<file path="src/rtl/core/gwv_ram.sv">
module gwv_ram #(
	parameter int WIDTH = 8,
	parameter int DEPTH = 16,
	localparam int AW = DEPTH > 1 ? $clog2(DEPTH) : 1
) (
	input  logic             clk,
	input  logic             we,
	input  logic [AW-1:0]    waddr,
	input  logic [WIDTH-1:0] wdata,
	input  logic             re,
	input  logic [AW-1:0]    raddr,
	output logic [WIDTH-1:0] rdata
);

	logic [WIDTH-1:0] mem [DEPTH];

	always_ff @(posedge clk) begin
		if (we) begin
			mem[waddr] <= wdata;
		end
		if (re) begin
			rdata <= mem[raddr];
		end
	end

endmodule

</file>
<file path="config.mk">
export PLATFORM = sky130hd
export DESIGN_NAME = gwv_ram
export DESIGN_NICKNAME = d
export VERILOG_FILES = /design/src/rtl/core/gwv_ram.sv
export SDC_FILE = /design/constraint.sdc
export NUM_CORES = 1
export LEC_CHECK = 0
export BUFFER_PORTS_ARGS = -buffer_cell sky130_fd_sc_hd__buf_4
export CAP_MARGIN = 5
export CORE_UTILIZATION = 30
export DETAILED_ROUTE_END_ITERATION = 12
export HOLD_SLACK_MARGIN = 0.08
export SLEW_MARGIN = 15
export SYNTH_ARGS = -nofsm -noshare
export SYNTH_HDL_FRONTEND = slang
export SYNTH_SLANG_ARGS = --single-unit
</file>
<file path="constraint.sdc">
create_clock -name clk -period 2.2 [get_ports clk]
set_input_delay 0.11 -clock clk [delete_from_list [all_inputs] [get_ports clk]]
set_output_delay 0.11 -clock clk [all_outputs]
set_load 0.01 [all_outputs]
</file>
==> impl_metrics.ini <==
[synthesis]
synth_warnings = 0
yosysSeqAreaShare = 0.781
ys_ff_latch = 136
ys_types = 18
synth_cells = 229
syn_avg_cell_area_um2 = 22.8
netlist_area_mm2 = 0.00523
syn_nets = 248

[power]
peakVddDrop_mv = 0.637
p_sw_mw = 1.20
power_frac_seq = 0.461
sw_frac_of_total = 0.188
power_density_mw_per_mm2 = 980
power.share.clock = 0.491
p_leak_nw = 2.18
p_total_mw = 6.37
internal-power_mw = 5.17
pwr-share-comb = 0.048

[clock_network]
clk_pin_slew_ns = 0.06
cts.path.max_buffers = 2
numClockSinks = 136
cts-root-buf = clkbuf_16
numCtsBuffers = 17
clk_latency_ns = 0.40
cts_tree = done
post_cts_buffers = 0
cts_max_level = 4

[floorplanning]
io_pins = 27
initial_utilization = 0.311
core-area_mm2 = 0.0168
rows = 47
die_area_mm2 = 0.0180
die_x_um = 134
fp.dieH_um = 134

[critical_path]
worst_path_largest_cell_delay_ns = 0.48
crit_path_end_kind = register
critPathBufInv = 0
critPathTopFamily = multiplexers
cp_data_required_time_ns = 2.34
cp_slowest_cell = mux4_2
critPathKind = reg -> reg
arrival_ns = 1.70
startpoint_type = register
path_max_fanout = 1
cp_cell_sequence = mux4_2 -> a22oi_1 -> nand2_1

[route]
vias = 2507
firstDrtPassIters = 4
drt_iter0_drc = 280
wl_per_cell_um = 20.3
viasPerCell = 4.79
drc = 0
routed_wl_um = 10600
detail-route-antenna-nets = 0

[sta]
setup_viol = 0
min_period_over_period = 0.710
whs_ns = 0.223
finalSetupTns_ns = 0
slew_headroom = 0.509
finalHoldViolCount = 0
worstMarginPinSlew_ns = 0.734
layout_setup_ws_ns = 0.638
rsz0062_at_grt = no
skew_ns = 0.00353
fmax_ghz = 0.640
finalCriticalPeriod_ns = 1.56
slew_viol_final = 0

[outcome]
outcome = finished, final reports clean

[placed_design]
place_inst = 482
place_ws_ns = 0.398
place_congestion = 0.728
portBuffers = 26
dp_hpwl_um = 6850
place_area_mm2 = 0.00575

[final_layout]
antenna_cells = 0
fill_cells = 1532
final_design_area_no_fill_mm2 = 0.00650
drive_gt1_frac = 0.300
fin_nets = 309
synthToLayoutAreaGrowth_pct = 24.3
final_util = 0.386
fin_cells = 523

[grt]
antenna_found_initial = 0
grt_pass1_vias = 2529
grt_overflow = 0
grt_max_degree = 33
grtUsageTotal = 0.125
grt_pass1_wl_um = 15600

[flow_run]
maxCapViolations = 0

[worst_hold_path]
hold_class = in -> reg
## routing by layer
metal,global-route usage,part of all wire
met1,0.169,0.46
met3,0.0378,0.056
met5,0,0
met4,0.0398,0.011
met2,0.194,0.47
## Yosys cell counts
library cell	n	area (um2)
a22oi_1	16	120
nor2_1	13	48.8
buf_4	1	7.51
and2b_1	1	7.51
and2_1	1	6.26
nand3b_1	2	15.0
mux4_1	14	368
mux4_2	18	405
or3b_2	1	8.76
buf_2	3	15.0
nor3_1	4	20.0
nor2b_1	1	6.26
nand2b_1	2	12.5
edfxtp_1	136	4080
clkdlybuf4s25_2	3	30.0
nand3_1	1	5.00
buf_6	3	33.8
nand2_1	9	33.8
## placed cells by master (no fill, tap or decap), drive strengths merged
master,n
edfxtp,136
buf,43
mux4,32
clkbuf,17
a22oi,16
nor2,13
nand2,9
dlygate4sd3,9
bufinv,6
clkinv,6
nor3,4
nand3b,2
nand2b,2
clkinvlp,2
nor2b,1
and2,1
and2b,1
nand3,1
or3b,1
inv,1
## worst paths after layout
check	cells past startpoint	start	endpoint	slack, ns
worst max-delay path	3	mem[11][0]	rdata[0]	0.64
worst min-delay path	3	waddr[0]	mem[4][5]	0.22
worst max register to register	3	mem[11][0]	rdata[0]	0.64
worst min register to register	3	mem[0][1]	rdata[1]	0.76
## cell families after synthesis
family          after synthesis  synth area share
mux                          32             0.148
buf+inv                      10            0.0165
compound gates               16            0.0230
flops                       136             0.781
simple gates                 35            0.0314
## sequential cells by signal, summed over array words and instances (netlist names)
signal,cells
mem,128
rdata,8
## cell type report
| cell class | count | area [um2] | area share |
|---|---|---|---|
| Sequential cell | 136 | 4080 | 0.629 |
| Multi-Input combinational cell | 83 | 1060 | 0.163 |
| Clock buffer | 17 | 425 | 0.0655 |
| Timing Repair Buffer | 52 | 425 | 0.0655 |
| Tap cell | 220 | 275 | 0.0424 |
| Clock inverter | 15 | 230 | 0.0354 |
## tightest hold or removal path, delay by kind of cell
family,cells,cell delay (ns)
buf+inv,2,0.29
simple gates,1,0.05
## power by group through the flow
| stage | logic (mW) | registers [mW] | clock network [mW] |
|---|---|---|---|
| 4_1_cts | 0.312 | 2.94 | 3.17 |
| 3_5_place_dp | 0.299 | 2.99 | 0 |
| 6_report | 0.305 | 2.94 | 3.12 |
| 5_1_grt | 0.330 | 2.94 | 3.26 |
| 3_3_place_gp | 0.291 | 2.99 | 0 |
| 2_1_floorplan | 0.147 | 2.99 | 0 |
## repair_timing
action | in CTS | in global routing
endpoints found under the hold margin | 136 | 0
gates resized for setup | 0 | 0
hold buffers | 9 | 0
(Power assumes the default switching activity.)
